### config.mk
export PLATFORM = sky130hd
export DESIGN_NAME = pmfg_scan
export DESIGN_NICKNAME = d
export VERILOG_FILES = /design/src/hw/rtl/pmfg_pkg.sv /design/src/hw/rtl/pmfg_scan.sv
export SDC_FILE = /design/constraint.sdc
export NUM_CORES = 2
export LEC_CHECK = 0
export BUFFER_PORTS_ARGS = -buffer_cell sky130_fd_sc_hd__buf_2
export CAP_MARGIN = 15
export CORE_ASPECT_RATIO = 1.75
export CORE_MARGIN = 2
export CORE_UTILIZATION = 42
export DETAILED_ROUTE_END_ITERATION = 10
export PLACE_DENSITY = 0.66
export SLEW_MARGIN = 20
export SYNTH_ARGS = -nofsm -noshare
export SYNTH_HDL_FRONTEND = slang
export SYNTH_SLANG_ARGS = --single-unit
### constraint.sdc
create_clock -name clock -period 13.5 [get_ports clock]
set_input_delay 1.35 -clock clock [delete_from_list [all_inputs] [get_ports clock]]
set_output_delay 1.35 -clock clock [all_outputs]
set_load 0.005 [all_outputs]
### src/hw/rtl/pmfg_pkg.sv
// ----------------------------------------------------------------------------
// pmfg_pkg
// Shared constants and types of the prefix max free gap tracker.
// ----------------------------------------------------------------------------
package pmfg_pkg;

   // line geometry
   localparam int POSITIONS = 1024;
   localparam int POS_W     = 10;
   localparam int WORD_W    = 64;
   localparam int BIT_W     = 6;
   localparam int WORDS     = POSITIONS / WORD_W;
   localparam int WIDX_W    = $clog2(WORDS);

   // gap tree: heap layout, node 1 is the root, leaf i sits at POSITIONS + i
   localparam int NODE_W    = POS_W + 1;
   localparam int NODES     = 2 * POSITIONS;
   localparam int GAP_W     = 10;
   localparam int BLK_W     = 11;

   // command codes
   localparam logic CMD_PLACE = 1'b0;
   localparam logic CMD_ASK   = 1'b1;

   // scan directions
   localparam logic SCAN_DOWN = 1'b0;
   localparam logic SCAN_UP   = 1'b1;

   // tree operations
   localparam logic TREE_UPDATE = 1'b0;
   localparam logic TREE_QUERY  = 1'b1;

   typedef struct packed {
      logic             go;
      logic             dir;
      logic             set_en;
      logic [POS_W-1:0] pos;
   } scan_req_type;

   typedef struct packed {
      logic             done;
      logic             found;
      logic             occupied;
      logic [POS_W-1:0] hit;
   } scan_rsp_type;

   typedef struct packed {
      logic             go;
      logic             op;
      logic [POS_W-1:0] leaf;
      logic [GAP_W-1:0] val;
   } tree_req_type;

   typedef struct packed {
      logic             busy;
      logic             done;
      logic [GAP_W-1:0] max;
   } tree_rsp_type;

endpackage

### src/hw/rtl/pmfg_scan.sv
// ----------------------------------------------------------------------------
// pmfg_scan
// Barrier map and nearest neighbor search, one 64-slot word per cycle.
// ----------------------------------------------------------------------------
module pmfg_scan (
   input  logic                  clock,
   input  logic                  reset,
   input  pmfg_pkg::scan_req_type scan_req,
   output pmfg_pkg::scan_rsp_type scan_rsp
);
   import pmfg_pkg::*;

   logic [WORD_W-1:0] map_ff [WORDS];
   logic              active_ff, active_in;
   logic              dir_ff, dir_in;
   logic [WIDX_W-1:0] widx_ff, widx_in;
   logic [WORD_W-1:0] mask_ff, mask_in;

   logic [WORD_W-1:0] word;
   logic [BIT_W-1:0]  hi_bit, lo_bit, hit_bit;
   logic              last_word;
   logic [WIDX_W-1:0] pos_word;
   logic [BIT_W-1:0]  pos_bit;
   logic [WORD_W-1:0] one_hot;

   assign pos_word = scan_req.pos[POS_W-1:BIT_W];
   assign pos_bit  = scan_req.pos[BIT_W-1:0];
   assign one_hot  = {{(WORD_W-1){1'b0}}, 1'b1} << pos_bit;

   // select the current word and encode its nearest set bit
   always_comb begin
      word   = map_ff[widx_ff] & mask_ff;
      hi_bit = '0;
      lo_bit = '0;
      for (int i = 0; i < WORD_W; i++) begin
         if (word[i]) hi_bit = BIT_W'(i);
      end
      for (int i = WORD_W - 1; i >= 0; i--) begin
         if (word[i]) lo_bit = BIT_W'(i);
      end
      hit_bit   = dir_ff ? lo_bit : hi_bit;
      last_word = dir_ff ? (widx_ff == WIDX_W'(WORDS - 1)) : (widx_ff == '0);
   end

   // advance the search
   always_comb begin
      active_in = active_ff;
      dir_in    = dir_ff;
      widx_in   = widx_ff;
      mask_in   = mask_ff;
      if (scan_req.go) begin
         active_in = 1'b1;
         dir_in    = scan_req.dir;
         widx_in   = pos_word;
         mask_in   = (scan_req.dir == SCAN_UP) ? ~((one_hot << 1) - 1'b1)
                                               : (one_hot - 1'b1);
      end else if (active_ff) begin
         if (word != '0 || last_word) begin
            active_in = 1'b0;
         end else begin
            widx_in = dir_ff ? widx_ff + 1'b1 : widx_ff - 1'b1;
            mask_in = '1;
         end
      end
   end

   always_comb begin
      scan_rsp.done     = active_ff && (word != '0 || last_word);
      scan_rsp.found    = word != '0;
      scan_rsp.hit      = {widx_ff, hit_bit};
      scan_rsp.occupied = map_ff[pos_word][pos_bit];
   end

   // hold the map; slot zero is a permanent barrier
   always_ff @(posedge clock) begin
      if (reset) begin
         active_ff <= 1'b0;
         for (int w = 0; w < WORDS; w++) map_ff[w] <= '0;
         map_ff[0][0] <= 1'b1;
      end else begin
         active_ff <= active_in;
         if (scan_req.set_en) map_ff[pos_word][pos_bit] <= 1'b1;
      end
      dir_ff  <= dir_in;
      widx_ff <= widx_in;
      mask_ff <= mask_in;
   end

endmodule

==> metrics.txt <==
outcome=complete, no violations; crit end category=primary output; Top delay family on crit path=buffers and inverters; Unique masters post-synth=100; initial core utilization=0.4227; placed inst area=56,540 um^2; share of layout cells above drive strength 1=0.1365; syn_nets=5,738; Setup WS pre-CTS=5.218 ns; Post-synth ARST share=0; initial antenna violation count=14; worst skew pair latency=0.74 ns; vias after detailed routing=45,700; cts hold-fix bufs=0; design area=59,790 um^2; Nets=5,423; register area=22,680 um^2; CTS buffer count=95; RSZ-0062 raised after global routing=false; final slew viol count=0; clk buf depth=3; clk slew on worst S/H paths=0.06 ns; Worst setup SP type=primary input; Avg WL per Cell=28.26 um; DP Wirelength=127.7 mm; Final Hold Viols=0; Hold Crit Class=flop to flop; Final WS setup=5.213 ns; Final Util=0.4548; fmax=0.1207 GHz; #FFs+latches synth=1,098; crit path cell chain=buf_8 > buf_4 > buf_4 > mux4_2 > mux4_2 > a22o_1 > a221oi_1 > o22ai_1 > a211oi_1 > nor2_1 > a21oi_1 > mux2i_1 > buf_2; VDD IR-drop max=0.09416 mV; CP required=12.15 ns; Avg Synthesized Cell Area=9.717 um^2; die area=135,400 um^2; CTS tree=done; num ports=28; WHS=0.4834 ns; delay of the slowest critical-path stage=0.79 ns; 1st-pass router iterations=5; final setup violation count=0; synth warn=0; fillcell total=12,250; H-tree depth=3; critical-path maximum fanout=67; Leak=19.57 nW; Seq/Total Area, Yosys=0.4080; vias in the first global route=45,660; DIE WIDTH=279.0 um; max-cap viol count=0; WP data arrival=6.94 ns; CP bufs+invs=4; Root Driver=clkbuf_16; Routed Wire Length=202.9 mm; largest net degree at the start of global routing=204; Placer Congestion=1.022; Final Skew=0.03096 ns; Layout Cells excl Fill=7,179; Syn Inst Count=5,719; Period minus WS final=8.287 ns; Slew headroom=0.1949; first-pass GRT wire length=299.2 mm; Post-Route Setup TNS=0 ns; Layout area overhead=7.588%; Post-CTS Setup Inserts=0; leading area contributor after synthesis=dfxtp_1; DRT antenna net count=0; vias per cell=6.366; Power Density=127.3 nW/um^2; drc violations=0; ranking of synthesized cells by area=dfxtp_1 37%, mux4_2 16%, o22ai_1 12%, inv_1 7.0%, mux2i_1 6.7%; core box area=131,500 um^2; CTS sink cnt=1,098; multi-input logic area=26,790 um^2; post_cts resized=0; period utilization=0.6138; placed cell count=6,998; Most used DFF post-synth=dfxtp_1; total power=7.610 mW; total track usage=0.2944; Synth Cell Area=55,570 um^2; Die Ht=485.2 um; row cnt=176; DR iter-0 viols=4,663; Worst Max-Slew Pin Slew=1.200 ns; Synth top area share=0.3707; Setup CP Type=primary input to primary output; Port Buffer Count=27; Post-synth EDFFs=69; Worst path slowest cell=buf_4; grt ovf=0
## per-layer routing
metal | part of all wire | wire, um | vias up | GRT usage
met5 | 0.00026 | 53 | - | 0
met4 | 0.11 | 21540 | 8 | 0.2681
met3 | 0.073 | 14720 | 837 | 0.05405
met2 | 0.48 | 96490 | 2193 | 0.4866
met1 | 0.35 | 70080 | 22380 | 0.3201
li1 | - | - | 20280 | -
## worst paths after layout
| path | startpoint | to | slack [ns] | cells past startpoint |
|---|---|---|---|---|
| setup / recovery | scan_req[6] | scan_rsp[10] | 5.21 | 13 |
| hold / removal | map_ff[14][32] | map_ff[14][32] | 0.48 | 2 |
| setup reg to reg | flop | mask_ff[4] | 6.10 | 13 |
| hold reg to reg | map_ff[14][32] | map_ff[14][32] | 0.48 | 2 |
## layout by cell type, fill, tap and decap left out, drive strengths merged, types with 17 or more instances in the layout
cell,instances
and3,18
nor3,18
mux4,389
clkbuf,137
a22oi,183
mux2i,374
a21boi,23
o211ai,60
o21ai,72
and2,25
dfxtp,1029
o22ai,1040
edfxtp,69
nand2,286
nand3,67
inv,1047
buf,129
nor2b,23
nor2,97
clkinv,17
a21oi,73
## tightest hold or removal path: stages, from the launching register on
cell	delay, ns
dfxtp_1	0.31
inv_1	0.05
o22ai_1	0.07
## synthesized netlist by cell type, types with 9 or more instances
cell	instances
mux4_2	385
buf_4	32
and3_1	18
and2_1	23
nand4_1	15
nand2b_1	16
o31ai_1	9
a211oi_1	12
o21ai_0	69
a21oi_1	73
a31oi_1	12
o211a_1	13
mux2i_1	374
nand3_1	67
a221oi_1	10
o211ai_1	60
nor2_1	94
clkbuf_1	389
nor2b_1	22
buf_6	16
buf_2	61
a22oi_1	183
a22o_1	14
o22ai_1	1040
edfxtp_1	69
a21o_1	9
a21boi_0	21
o311ai_0	9
nand2_1	286
buf_1	41
nor3_1	17
o22a_1	12
o221ai_1	10
dfxtp_1	1029
inv_1	1041
## registers in the layout (all words and copies together) (netlist names), named ones only
register   count
active_ff      1
map_ff      1024
mask_ff       64
widx_ff        4
dir_ff         1
## report_power, final
part           total [mW]  internal [mW]  leakage, nW  switching, mW
Combinational        1.38          0.451         9.04          0.924
Sequential           3.35           3.30         8.97         0.0462
Clock                2.89           1.59         1.56           1.30
## area by class of cell
class                   count  share of cell area
clock inverters            35            0.008015
well taps                1691             0.03539
diodes                      9           0.0003767
clock buffers             137             0.04564
inverters                1043             0.06550
repair buffers            129             0.01764
flip-flops and latches   1098              0.3794
multi-input cells        3037              0.4480
## kinds of logic (layout without fill, tap and decap cells)
logic type	count (synthesis)	count (layout)	synth area share
adder cells (fa/ha/maj)	4	4	0.001036
AND/OR/NAND/NOR	618	618	0.05379
flip-flops	1098	1098	0.4080
other	0	9	0
XOR/XNOR	7	7	0.001103
multiplexers	773	773	0.2275
AO/OA/AOI/OAI	1635	1635	0.1953
buffers and inverters	1584	1344	0.1133
No activity file was read; power rests on OpenSTA's default activity.
